File: config.mk
export PLATFORM = sky130hd
export DESIGN_NAME = nonzero_run_length_encoder
export DESIGN_NICKNAME = d
export VERILOG_FILES = /design/src/rtl/nzrle_pkg.sv /design/src/rtl/nzrle_linebuf.sv /design/src/rtl/nonzero_run_length_encoder.sv
export VERILOG_INCLUDE_DIRS = /design/src /design/src/rtl
export SDC_FILE = /design/constraint.sdc
export NUM_CORES = 1
export LEC_CHECK = 0
export BUFFER_PORTS_ARGS = -buffer_cell sky130_fd_sc_hd__buf_4
export CORE_MARGIN = 2
export CORE_UTILIZATION = 30
export DETAILED_ROUTE_END_ITERATION = 6
export SYNTH_ARGS = -nofsm -noshare
export SYNTH_HDL_FRONTEND = slang
export SYNTH_SLANG_ARGS = --single-unit
File: constraint.sdc
create_clock -name clock -period 6.5 [get_ports clock]
set_input_delay 1.95 -clock clock [delete_from_list [all_inputs] [get_ports clock]]
set_output_delay 1.95 -clock clock [all_outputs]
set_load 0.02 [all_outputs]
File: src/rtl/nonzero_run_length_encoder_macros.svh
// assertion helpers for the run-length encoder
`ifndef NONZERO_RUN_LENGTH_ENCODER_MACROS_SVH
`define NONZERO_RUN_LENGTH_ENCODER_MACROS_SVH

// same-cycle implication
`define NZRLE_ASSERT_NOW(label, clk, rst, ante, cons, msg) \
   label: assert property (@(posedge clk) disable iff (rst) (ante) |-> (cons)) \
      else $error(msg);

// next-cycle implication
`define NZRLE_ASSERT_NEXT(label, clk, rst, ante, cons, msg) \
   label: assert property (@(posedge clk) disable iff (rst) (ante) |=> (cons)) \
      else $error(msg);

`endif

File: src/rtl/nzrle_pkg.sv
package nzrle_pkg;

   localparam int COL_W  = 6;
   localparam int ROW_W  = 16;
   localparam int DATA_W = 8;
   localparam int CSR_INDEX_W = 2;

   typedef logic [COL_W-1:0]  col_type;
   typedef logic [ROW_W-1:0]  row_type;
   typedef logic [DATA_W-1:0] data_type;

   localparam logic KIND_HEADER = 1'b0;
   localparam logic KIND_DATA   = 1'b1;

   localparam logic [CSR_INDEX_W-1:0] CSR_IMAGE_COLS = 2'd0;
   localparam logic [CSR_INDEX_W-1:0] CSR_IMAGE_ROWS = 2'd1;
   localparam logic [CSR_INDEX_W-1:0] CSR_EMIT_DATA  = 2'd2;

   localparam col_type COLS_RESET = 6'd63;
   localparam row_type ROWS_RESET = 16'd1;
   localparam logic    EMIT_RESET = 1'b1;

endpackage

File: src/rtl/nzrle_linebuf.sv
module nzrle_linebuf #(
   parameter int DEPTH = 63,
   parameter int ADDR_W = 6
) (
   input  logic                   clock,
   input  logic                   wr_en,
   input  logic [ADDR_W-1:0]      wr_addr,
   input  nzrle_pkg::data_type    wr_data,
   input  logic                   rd_en,
   input  logic [ADDR_W-1:0]      rd_addr,
   output nzrle_pkg::data_type    rd_data
);

   nzrle_pkg::data_type mem_ff [DEPTH];
   nzrle_pkg::data_type rd_data_ff;

   always_ff @(posedge clock) begin
      if (wr_en) begin
         mem_ff[wr_addr] <= wr_data;
      end
      if (rd_en) begin
         rd_data_ff <= mem_ff[rd_addr];
      end
   end

   assign rd_data = rd_data_ff;

endmodule

File: src/rtl/nonzero_run_length_encoder.sv
// a pixel that closes a run shows its header the cycle after acceptance
// if emit_data is set, data bytes follow from the line buffer read port one per cycle
// while rsp_ready is high; req_ready is low while a run drains: a pixel closing no run
// keeps the block idle, else it enters the header and, if emit_data is set, the data state
// reset clears counters and run state and loads config defaults; line buffer not cleared
`include "nonzero_run_length_encoder_macros.svh"

module nonzero_run_length_encoder #(
   parameter int LINE_MAX = 63
) (
   input  logic                                   clock,
   input  logic                                   reset,
   input  logic                                   req_valid,
   output logic                                   req_ready,
   input  nzrle_pkg::data_type                    req_pixel,
   output logic                                   rsp_valid,
   input  logic                                   rsp_ready,
   output logic                                   rsp_kind,
   output nzrle_pkg::col_type                     rsp_run_x,
   output nzrle_pkg::row_type                     rsp_run_y,
   output nzrle_pkg::col_type                     rsp_run_length,
   output nzrle_pkg::data_type                    rsp_data_byte,
   output logic                                   rsp_last,
   input  logic                                   csr_valid,
   output logic                                   csr_ready,
   input  logic [nzrle_pkg::CSR_INDEX_W-1:0]      csr_index,
   input  logic [nzrle_pkg::ROW_W-1:0]            csr_data
);

   localparam int ADDR_W = (LINE_MAX > 1) ? $clog2(LINE_MAX) : 1;
   localparam nzrle_pkg::col_type LINE_MAX_C = nzrle_pkg::COL_W'(LINE_MAX);

   typedef enum logic [1:0] {
      ST_IDLE,
      ST_HDR,
      ST_DATA
   } state_type;

   state_type           state_ff;
   nzrle_pkg::col_type  cols_ff;
   nzrle_pkg::row_type  rows_ff;
   logic                emit_ff;
   nzrle_pkg::col_type  column_ff;
   nzrle_pkg::row_type  row_ff;
   logic                in_run_ff;
   nzrle_pkg::col_type  run_start_ff;
   nzrle_pkg::col_type  run_count_ff;
   nzrle_pkg::col_type  hdr_x_ff;
   nzrle_pkg::row_type  hdr_y_ff;
   nzrle_pkg::col_type  hdr_len_ff;
   logic                hdr_emit_ff;
   nzrle_pkg::col_type  idx_ff;

   logic                req_fire;
   logic                rsp_fire;
   nzrle_pkg::col_type  cols_eff;
   logic                row_end;
   logic                px_nz;
   logic                run_open_in;
   nzrle_pkg::col_type  start_in;
   nzrle_pkg::col_type  cnt_base;
   logic                store_px;
   nzrle_pkg::col_type  cnt_in;
   logic                close_run;
   nzrle_pkg::col_type  inc_a;
   nzrle_pkg::col_type  inc_out;
   logic                data_last;
   logic                rd_en;
   logic [ADDR_W-1:0]   rd_addr;
   nzrle_pkg::data_type rd_data;

   assign req_ready = (state_ff == ST_IDLE);
   assign csr_ready = 1'b1;
   assign req_fire  = req_valid && req_ready;
   assign rsp_fire  = rsp_valid && rsp_ready;

   // shared incrementer: column counter while idle, drain index while draining
   assign inc_a   = (state_ff == ST_IDLE) ? column_ff : idx_ff;
   assign inc_out = inc_a + nzrle_pkg::COL_W'(1);

   assign cols_eff = (cols_ff == '0 || cols_ff > LINE_MAX_C) ? LINE_MAX_C : cols_ff;
   assign row_end  = column_ff >= (cols_eff - nzrle_pkg::COL_W'(1));

   assign px_nz       = (req_pixel != '0);
   assign run_open_in = in_run_ff || px_nz;
   assign start_in    = in_run_ff ? run_start_ff : column_ff;
   assign cnt_base    = in_run_ff ? run_count_ff : '0;
   assign store_px    = px_nz && (cnt_base < LINE_MAX_C);
   assign cnt_in      = store_px ? (cnt_base + nzrle_pkg::COL_W'(1)) : cnt_base;
   assign close_run   = run_open_in && (!px_nz || row_end);

   assign data_last = (idx_ff == (hdr_len_ff - nzrle_pkg::COL_W'(1)));

   // read is launched as the previous result leaves so data is ready next cycle
   assign rd_en   = rsp_fire && (((state_ff == ST_HDR) && hdr_emit_ff) ||
                                 ((state_ff == ST_DATA) && !data_last));
   assign rd_addr = (state_ff == ST_HDR) ? '0 : inc_out[ADDR_W-1:0];

   nzrle_linebuf #(
      .DEPTH  (LINE_MAX),
      .ADDR_W (ADDR_W)
   ) u_linebuf (
      .clock   (clock),
      .wr_en   (req_fire && store_px),
      .wr_addr (cnt_base[ADDR_W-1:0]),
      .wr_data (req_pixel),
      .rd_en   (rd_en),
      .rd_addr (rd_addr),
      .rd_data (rd_data)
   );

   always_ff @(posedge clock) begin
      if (reset) begin
         state_ff     <= ST_IDLE;
         cols_ff      <= nzrle_pkg::COLS_RESET;
         rows_ff      <= nzrle_pkg::ROWS_RESET;
         emit_ff      <= nzrle_pkg::EMIT_RESET;
         column_ff    <= '0;
         row_ff       <= '0;
         in_run_ff    <= 1'b0;
         run_start_ff <= '0;
         run_count_ff <= '0;
         hdr_x_ff     <= '0;
         hdr_y_ff     <= '0;
         hdr_len_ff   <= '0;
         hdr_emit_ff  <= 1'b0;
         idx_ff       <= '0;
      end else begin
         if (csr_valid && csr_ready) begin
            case (csr_index)
               nzrle_pkg::CSR_IMAGE_COLS: cols_ff <= csr_data[nzrle_pkg::COL_W-1:0];
               nzrle_pkg::CSR_IMAGE_ROWS: rows_ff <= csr_data;
               nzrle_pkg::CSR_EMIT_DATA:  emit_ff <= csr_data[0];
               default: ;
            endcase
         end
         case (state_ff)
            ST_IDLE: begin
               if (req_fire) begin
                  if (close_run) begin
                     in_run_ff    <= 1'b0;
                     run_start_ff <= '0;
                     run_count_ff <= '0;
                     hdr_x_ff     <= start_in;
                     hdr_y_ff     <= row_ff;
                     hdr_len_ff   <= cnt_in;
                     hdr_emit_ff  <= emit_ff;
                     state_ff     <= ST_HDR;
                  end else begin
                     in_run_ff    <= run_open_in;
                     run_start_ff <= run_open_in ? start_in : '0;
                     run_count_ff <= run_open_in ? cnt_in : '0;
                  end
                  if (row_end) begin
                     column_ff <= '0;
                     if (row_ff == (rows_ff - nzrle_pkg::ROW_W'(1))) begin
                        row_ff <= '0;
                     end else begin
                        row_ff <= row_ff + nzrle_pkg::ROW_W'(1);
                     end
                  end else begin
                     column_ff <= inc_out;
                  end
               end
            end
            ST_HDR: begin
               if (rsp_fire) begin
                  idx_ff   <= '0;
                  state_ff <= hdr_emit_ff ? ST_DATA : ST_IDLE;
               end
            end
            ST_DATA: begin
               if (rsp_fire) begin
                  if (data_last) begin
                     state_ff <= ST_IDLE;
                  end else begin
                     idx_ff <= inc_out;
                  end
               end
            end
            default: state_ff <= ST_IDLE;
         endcase
      end
   end

   assign rsp_valid      = (state_ff == ST_HDR) || (state_ff == ST_DATA);
   assign rsp_kind       = (state_ff == ST_DATA) ? nzrle_pkg::KIND_DATA
                                                 : nzrle_pkg::KIND_HEADER;
   assign rsp_run_x      = (state_ff == ST_HDR) ? hdr_x_ff : '0;
   assign rsp_run_y      = (state_ff == ST_HDR) ? hdr_y_ff : '0;
   assign rsp_run_length = (state_ff == ST_HDR) ? hdr_len_ff : '0;
   assign rsp_data_byte  = (state_ff == ST_DATA) ? rd_data : '0;
   assign rsp_last       = (state_ff == ST_HDR) ? !hdr_emit_ff
                                                : ((state_ff == ST_DATA) && data_last);

   `NZRLE_ASSERT_NOW(a_no_overlap, clock, reset, rsp_valid, !req_ready,
                     "accepting during drain")
   `NZRLE_ASSERT_NEXT(a_last_frees, clock, reset, rsp_fire && rsp_last, req_ready,
                      "not idle after last")
   `NZRLE_ASSERT_NOW(a_idx_in_run, clock, reset, state_ff == ST_DATA,
                     idx_ff < hdr_len_ff, "drain index past run")
   `NZRLE_ASSERT_NOW(a_hdr_len, clock, reset, state_ff == ST_HDR,
                     (hdr_len_ff != '0) && (hdr_len_ff <= LINE_MAX_C), "bad run length")
   `NZRLE_ASSERT_NEXT(a_close_hdr, clock, reset, req_fire && close_run,
                      state_ff == ST_HDR, "closed run without header")

endmodule

# Yosys cells after proc, flatten, opt, wreduce, memory -nomap -nowiden
# Memory sizes are Yosys's and may differ from the RTL's. A register that Yosys moved wholly into a read port is not among the register bits.
# Cells that the tools add are included.
# Widths: inputs -> output; s select.
# word_totals
mem_bits_rw	504
out_inout_bits	41
reg_bits	95
word_cells	98
mem_count	1
# op_classes
n_eq_ne	12
reduce_logical	30
order_cmp	3
n_addsub	6
mux	32
# memory_table
name	depth	width	rd	rd_ports_with_merged_regs	wr	line_no	rtl
u_linebuf.mem_ff	63	8	1	1	1	nzrle_linebuf.sv:14	nzrle_pkg::data_type mem_ff [DEPTH];
# op_table
cell	count
$mux 6	16
$mux 16	2
$add 16x1->16 const B	1
$eq 16x16->1	1
$sub 16x1->16 const B	1
$add 6x1->6 const B	2
$mux 2	6
$pmux 6 s2	1
$sub 6x1->6 const B	2
$logic_and 1x1->1	9
$mux 8	1
$ne 2x2->1 const B	4
$reduce_and 2->1	4
$reduce_bool 8->1	1
$eq 6x6->1	1
$ge 6x6->1	1
$gt 6x6->1 const B	1
$logic_not 6->1	1
$lt 6x6->1 const B	1
$pmux 2 s3	1
$reduce_and 3->1	2
$logic_or 1x1->1	5
$mux 1	5
$reduce_and 5->1	1
other kinds (7)	13

# Depth between registers and ports, before layout
# logic_depth
word_depth	10
ltp_mapped	21
mapped_depth_nobuf	13

# Cells and area by module
# Synthesis repeated with hierarchy kept, for this count alone.
# unflattened
hier_cells	1606
area_unflattened_um2	25174.1
# modules_own_cells
mod	area_per_inst_um2	instances	cells_each
nzrle_linebuf	19886.6	1	949
nonzero_run_length_encoder	5287.6	1	657

# Worst setup path before layout
# No wires, ideal clock.
# synth_path
path_type	register -> register
from	register state_ff[0]
to	register u_linebuf.rd_data_ff[4] (netlist: u_linebuf.rd_data[4]) (read register of u_linebuf.mem_ff) (data pin)
n_path_buf	9
period_less_slack_ns	5.007
stages_incl_launch_ff	22
t_required_ns	6.242
slack_ns	1.493
t_arrival_ns	4.749
cell_sequence	dfxtp_1 inv_1 ha_1 buf_2 mux2i_1 clkinv_1 buf_2 buf_1 clkbuf_1 buf_1 ha_1 clkbuf_1 inv_1 nor2_1 clkbuf_1 clkbuf_1 clkbuf_1 nand3_1 a21oi_1 o21ai_0 a32oi_1 nand2_1
# synth_via
elab_chain_cells	4
# synth_rtl
item	line_no	rtl
start: declaration	nonzero_run_length_encoder.sv:39	state_type state_ff;
start signal: assignment	nonzero_run_length_encoder.sv:169	state_ff <= hdr_emit_ff ? ST_DATA : ST_IDLE;
$logic_not 2->1	--	
via req_ready	nonzero_run_length_encoder.sv:14	output logic req_ready,
$mux 6	nonzero_run_length_encoder.sv:78	assign inc_a = (state_ff == ST_IDLE) ? column_ff : idx_ff;
$add 6x1->6	nonzero_run_length_encoder.sv:79	assign inc_out = inc_a + nzrle_pkg::COL_W'(1);
$mux 6	nonzero_run_length_encoder.sv:97	assign rd_addr = (state_ff == ST_HDR) ? '0 : inc_out[ADDR_W-1:0];
end: declaration	nzrle_linebuf.sv:15	nzrle_pkg::data_type rd_data_ff;
# The timed path passes the listed nets, and every way through them passes these cells.
# A chain may end at the register's enable or synchronous reset.

# Worst setup path after layout
# layout_path
from	register state_ff[1]
to	register u_linebuf.rd_data_ff[7] (netlist: u_linebuf.rd_data[7]) (read register of u_linebuf.mem_ff) (data pin)
# layout_via
elab_chain_cells	4
# layout_rtl
item	line_no
$logic_not 2->1, or another cell as far along	nonzero_run_length_encoder.sv:78
$mux 6, or another cell as far along	nonzero_run_length_encoder.sv:78
$add 6x1->6, or another cell as far along	nonzero_run_length_encoder.sv:79
$mux 6 or $logic_and 1x1->1 (tied branches)	nonzero_run_length_encoder.sv:97, nonzero_run_length_encoder.sv:95
# Several ways; a longest one is shown, not always the timed one.

==> results.sh <==
export IMPL_clk_latency_ns=0.68
export IMPL_synth_warnings=0
export IMPL_dp_cells=3245
export IMPL_antenna_left=0
export IMPL_die_h_um=297
export IMPL_ys_seq_area_share_pct=67.2
export IMPL_endpoint="u_linebuf.rd_data[7]"
export IMPL_clkPwrFrac_pct=42.6
export IMPL_antenna_found_initial=1
export IMPL_grt_util_met1_pct=22.2
export IMPL_multiInputGateArea_um2=7920
export IMPL_grt_pass1_vias=17400
export IMPL_use_met3_pct=4.27
export IMPL_cts_made_buffers=60
export IMPL_ys_types=67
export IMPL_post_synth_top_count_cell="edfxtp_1"
export IMPL_fmax_mhz=187
export IMPL_path_cells="inv_1 -> ha_1 -> mux2i_4 -> buf_4 -> inv_4 -> ha_2 -> nor2_1 -> mux2_2 -> buf_4 -> a21oi_1 -> a32o_1 -> a31oi_1 -> o21ai_0 -> a21oi_1 -> o311ai_0"
export IMPL_critical_path_top_delay_family="buffers and inverters"
export IMPL_crit_path_max_incr_delay_ns=0.72
export IMPL_hold_path_class="flop to flop"
export IMPL_worstSetupStartpoint="state_ff[1]"
export IMPL_cpMaxStageDelayCell="ha_1"
export IMPL_via_per_inst=5.26
export IMPL_switching_share_pct=23.5
export IMPL_ir_drop_mv=0.209
export IMPL_crit_cells=15
export IMPL_pre_cts_slack_ns=1.20
export IMPL_slew_headroom_pct=-0.945
export IMPL_drt_wl_total_um=74100
export IMPL_async_flop_share_pct=0
export IMPL_cts_resized=0
export IMPL_antenna_cells=0
export IMPL_ys_flop_type="edfxtp_1"
export IMPL_cts_setup_buffers=0
export IMPL_ys_seq_elements=607
export IMPL_clock_path_buffers=3
export IMPL_cts_clk_slew_worst_paths_ns=0.07
export IMPL_cts_tree="done"
export IMPL_fin_ws_ns=1.15
export IMPL_p_per_area_nw_per_um2=283
export IMPL_drive_above_1_share_pct=11.4
export IMPL_fin_crit_sh_pct=82.3
export IMPL_seq_power_share_pct=50.8
export IMPL_std_cell_rows=107
export IMPL_start_util_pct=30.2
export IMPL_seq_area_um2=17300
export IMPL_period_needed_ns=5.35
export IMPL_areaGrowthSynthToFinish_pct=14.9
export IMPL_skew_ns=0.0873
export IMPL_portBuffers=70
export IMPL_cp_start_kind="flop"
export IMPL_top_level_ports=72
export IMPL_combPwrFrac_pct=6.6
export IMPL_netlist_area_um2=25700
export IMPL_first_pass_iters=7
export IMPL_synth_area_leaders="edfxtp_1, dfxtp_1, nand2_1"
export IMPL_crit_buf_inv=4
export IMPL_grt_overflow_total=0
export IMPL_place_hpwl_um=45900
export IMPL_synth_edf_count=512
export IMPL_cts_sinks=607
export IMPL_path_class="flop to flop"
export IMPL_drv_cap=1
export IMPL_reg2reg_slack_ns=1.15
export IMPL_grt_max_degree=97
export IMPL_syn_avg_cell_area_um2=12.1
export IMPL_fp_dieArea_um2=88000
export IMPL_slew_violations=9
export IMPL_wire_per_inst_um=22.1
export IMPL_setup_viol_count_final=0
export IMPL_busiest_layer="met2"
export IMPL_fin_tns_setup_ns=0
export IMPL_violations="design-rule violations, max-capacitance violations, max-slew violations"
export IMPL_status="finished, violations left"
export IMPL_hold_buffers=0
export IMPL_drc=2
export IMPL_internal_power_w=0.00640
export IMPL_fill_cells=8304
export IMPL_grt_first_pass_wirelength_um=110000
export IMPL_synth_area_leader_cell="edfxtp_1"
export IMPL_drt_iter0_drc=1807
export IMPL_core_area_um2=85000
export IMPL_endpoint_kind="flop"
export IMPL_worst_slew_pin_slew_ns=1.51
export IMPL_rsz0062_at_grt="false"
export IMPL_die_w_um=297
export IMPL_rr_worst_depth=15
export IMPL_cts_max_level=2
export IMPL_vias=17700
export IMPL_critical_path_required_ns=6.89
export IMPL_holdWs_ns=0.451
export IMPL_root_buffer="clkbuf_16"
export IMPL_cellLeakagePower_nw=9.71
export IMPL_timing_rr_start="state_ff[1]"
export IMPL_synth_top_area_share_pct=59.8
export IMPL_synth_cells=2129
export IMPL_r2r_end="u_linebuf.rd_data[7]"
export IMPL_path_max_fanout=52
export IMPL_grt_met2_usage_pct=26.5
export IMPL_gp_congestion=0.848
export IMPL_p_switching_w=0.00196
export IMPL_synthesis_nets=2173
export IMPL_instances_no_fill=3356
export IMPL_synthTopCellsByCount="edfxtp_1, nand2_1, nand3_1"
export IMPL_nets=2207
export IMPL_grtUsageTotal_pct=16.6
export IMPL_crit_arrival_ns=5.74
export IMPL_hold_violations=0
[area by class of cell]
class,count,share of cell area [%]
tap,1144,4.85
timing repair buffer,106,2.78
clock inverter,40,1.36
multi-input combinational,1376,26.8
clock buffer,71,5.51
sequential,607,58.5
inverter,12,0.161
[cells in the final DEF, fill, tap and decap left out, drive strengths merged, types with 4 or more instances in the layout]
cell type  instances
mux2               8
a221oi             7
or4                5
dfxtp             95
a211o             11
or3                4
a21oi            103
o211ai            12
and3              27
a311oi            29
o22ai             18
nor2             137
nor2b             13
and4               4
o21ai             41
nand3            165
inv               17
mux4              23
ha                13
clkinv            28
and2              41
o22a               5
buf              106
nand3b             5
mux2i             34
edfxtp           512
xor2              27
o221ai            12
nand4             11
clkbuf            71
bufinv             5
a22oi             25
a31oi             13
nand2            445
nor4               8
a211oi            22
xnor2             28
nor3              42
[layer usage]
metal	wire length [µm]	vias up	share of wire, %
li1	-	7923	-
met4	2020	2	2.7
met2	33900	868	46
met3	7530	127	10
met1	30600	8733	41
met5	14	-	0.019
[logic make-up after synthesis]
group                    synth area share, %
flip-flops                              67.2
XOR/XNOR                                1.87
AO/OA/AOI/OAI                           8.40
AND/OR/NAND/NOR                         15.9
adder cells (fa/ha/maj)                0.633
other                                 0.0146
buffers and inverters                   2.25
multiplexers                            3.69
[sequential cells by signal (all words and copies together), names as in the netlist, 8 cells and up]
| register | count |
|---|---|
| row_ff | 16 |
| u_linebuf.rd_data | 8 |
| u_linebuf.mem_ff | 504 |
| hdr_y_ff | 16 |
| rows_ff | 16 |
[stage by stage]
stage	total power, W	utilization, %	area (µm²)
finish	0.00836	34.7	29500
global route	0.00861	34.7	29500
CTS	0.00842	34.7	29500
detailed placement	0.00487	32.3	27500
global placement	0.00486	32.3	27500
floorplan	0.00465	-	25700
[worst reg2reg max path, stage by stage (launching register included)]
cell and delay, ns:
dfxtp_1 0.32, inv_1 0.10, ha_1 0.72, mux2i_4 0.34, buf_4 0.43, inv_4 0.37
ha_2 0.39, nor2_1 0.26, mux2_2 0.71, buf_4 0.40, a21oi_1 0.07, a32o_1 0.21
a31oi_1 0.18, o21ai_0 0.11, a21oi_1 0.31, o311ai_0 0.19
[worst min path at each step]
| stage | start | depth (start not counted) | slack (ns) | endpoint |
|---|---|---|---|---|
| 2_1_floorplan | emit_ff | 2 | 0.43 | hdr_emit_ff |
| 3_3_place_gp | hdr_y_ff[10] | 2 | 0.44 | hdr_y_ff[10] |
| 3_5_place_dp | hdr_y_ff[8] | 2 | 0.44 | hdr_y_ff[8] |
| 4_1_cts | hdr_y_ff[8] | 2 | 0.45 | hdr_y_ff[8] |
| 5_1_grt | hdr_y_ff[12] | 2 | 0.47 | hdr_y_ff[12] |
| 6_report | hdr_y_ff[8] | 2 | 0.45 | hdr_y_ff[8] |
[power groups by stage]
stage          registers (W)  logic (W)  clock network, W
6_report             0.00424   0.000549           0.00356
4_1_cts              0.00424   0.000545           0.00363
5_1_grt              0.00424   0.000594           0.00377
3_3_place_gp         0.00433   0.000532                 0
2_1_floorplan        0.00432   0.000326                 0
3_5_place_dp         0.00433   0.000543                 0
Note: power is estimated with default switching activity, not from simulation.
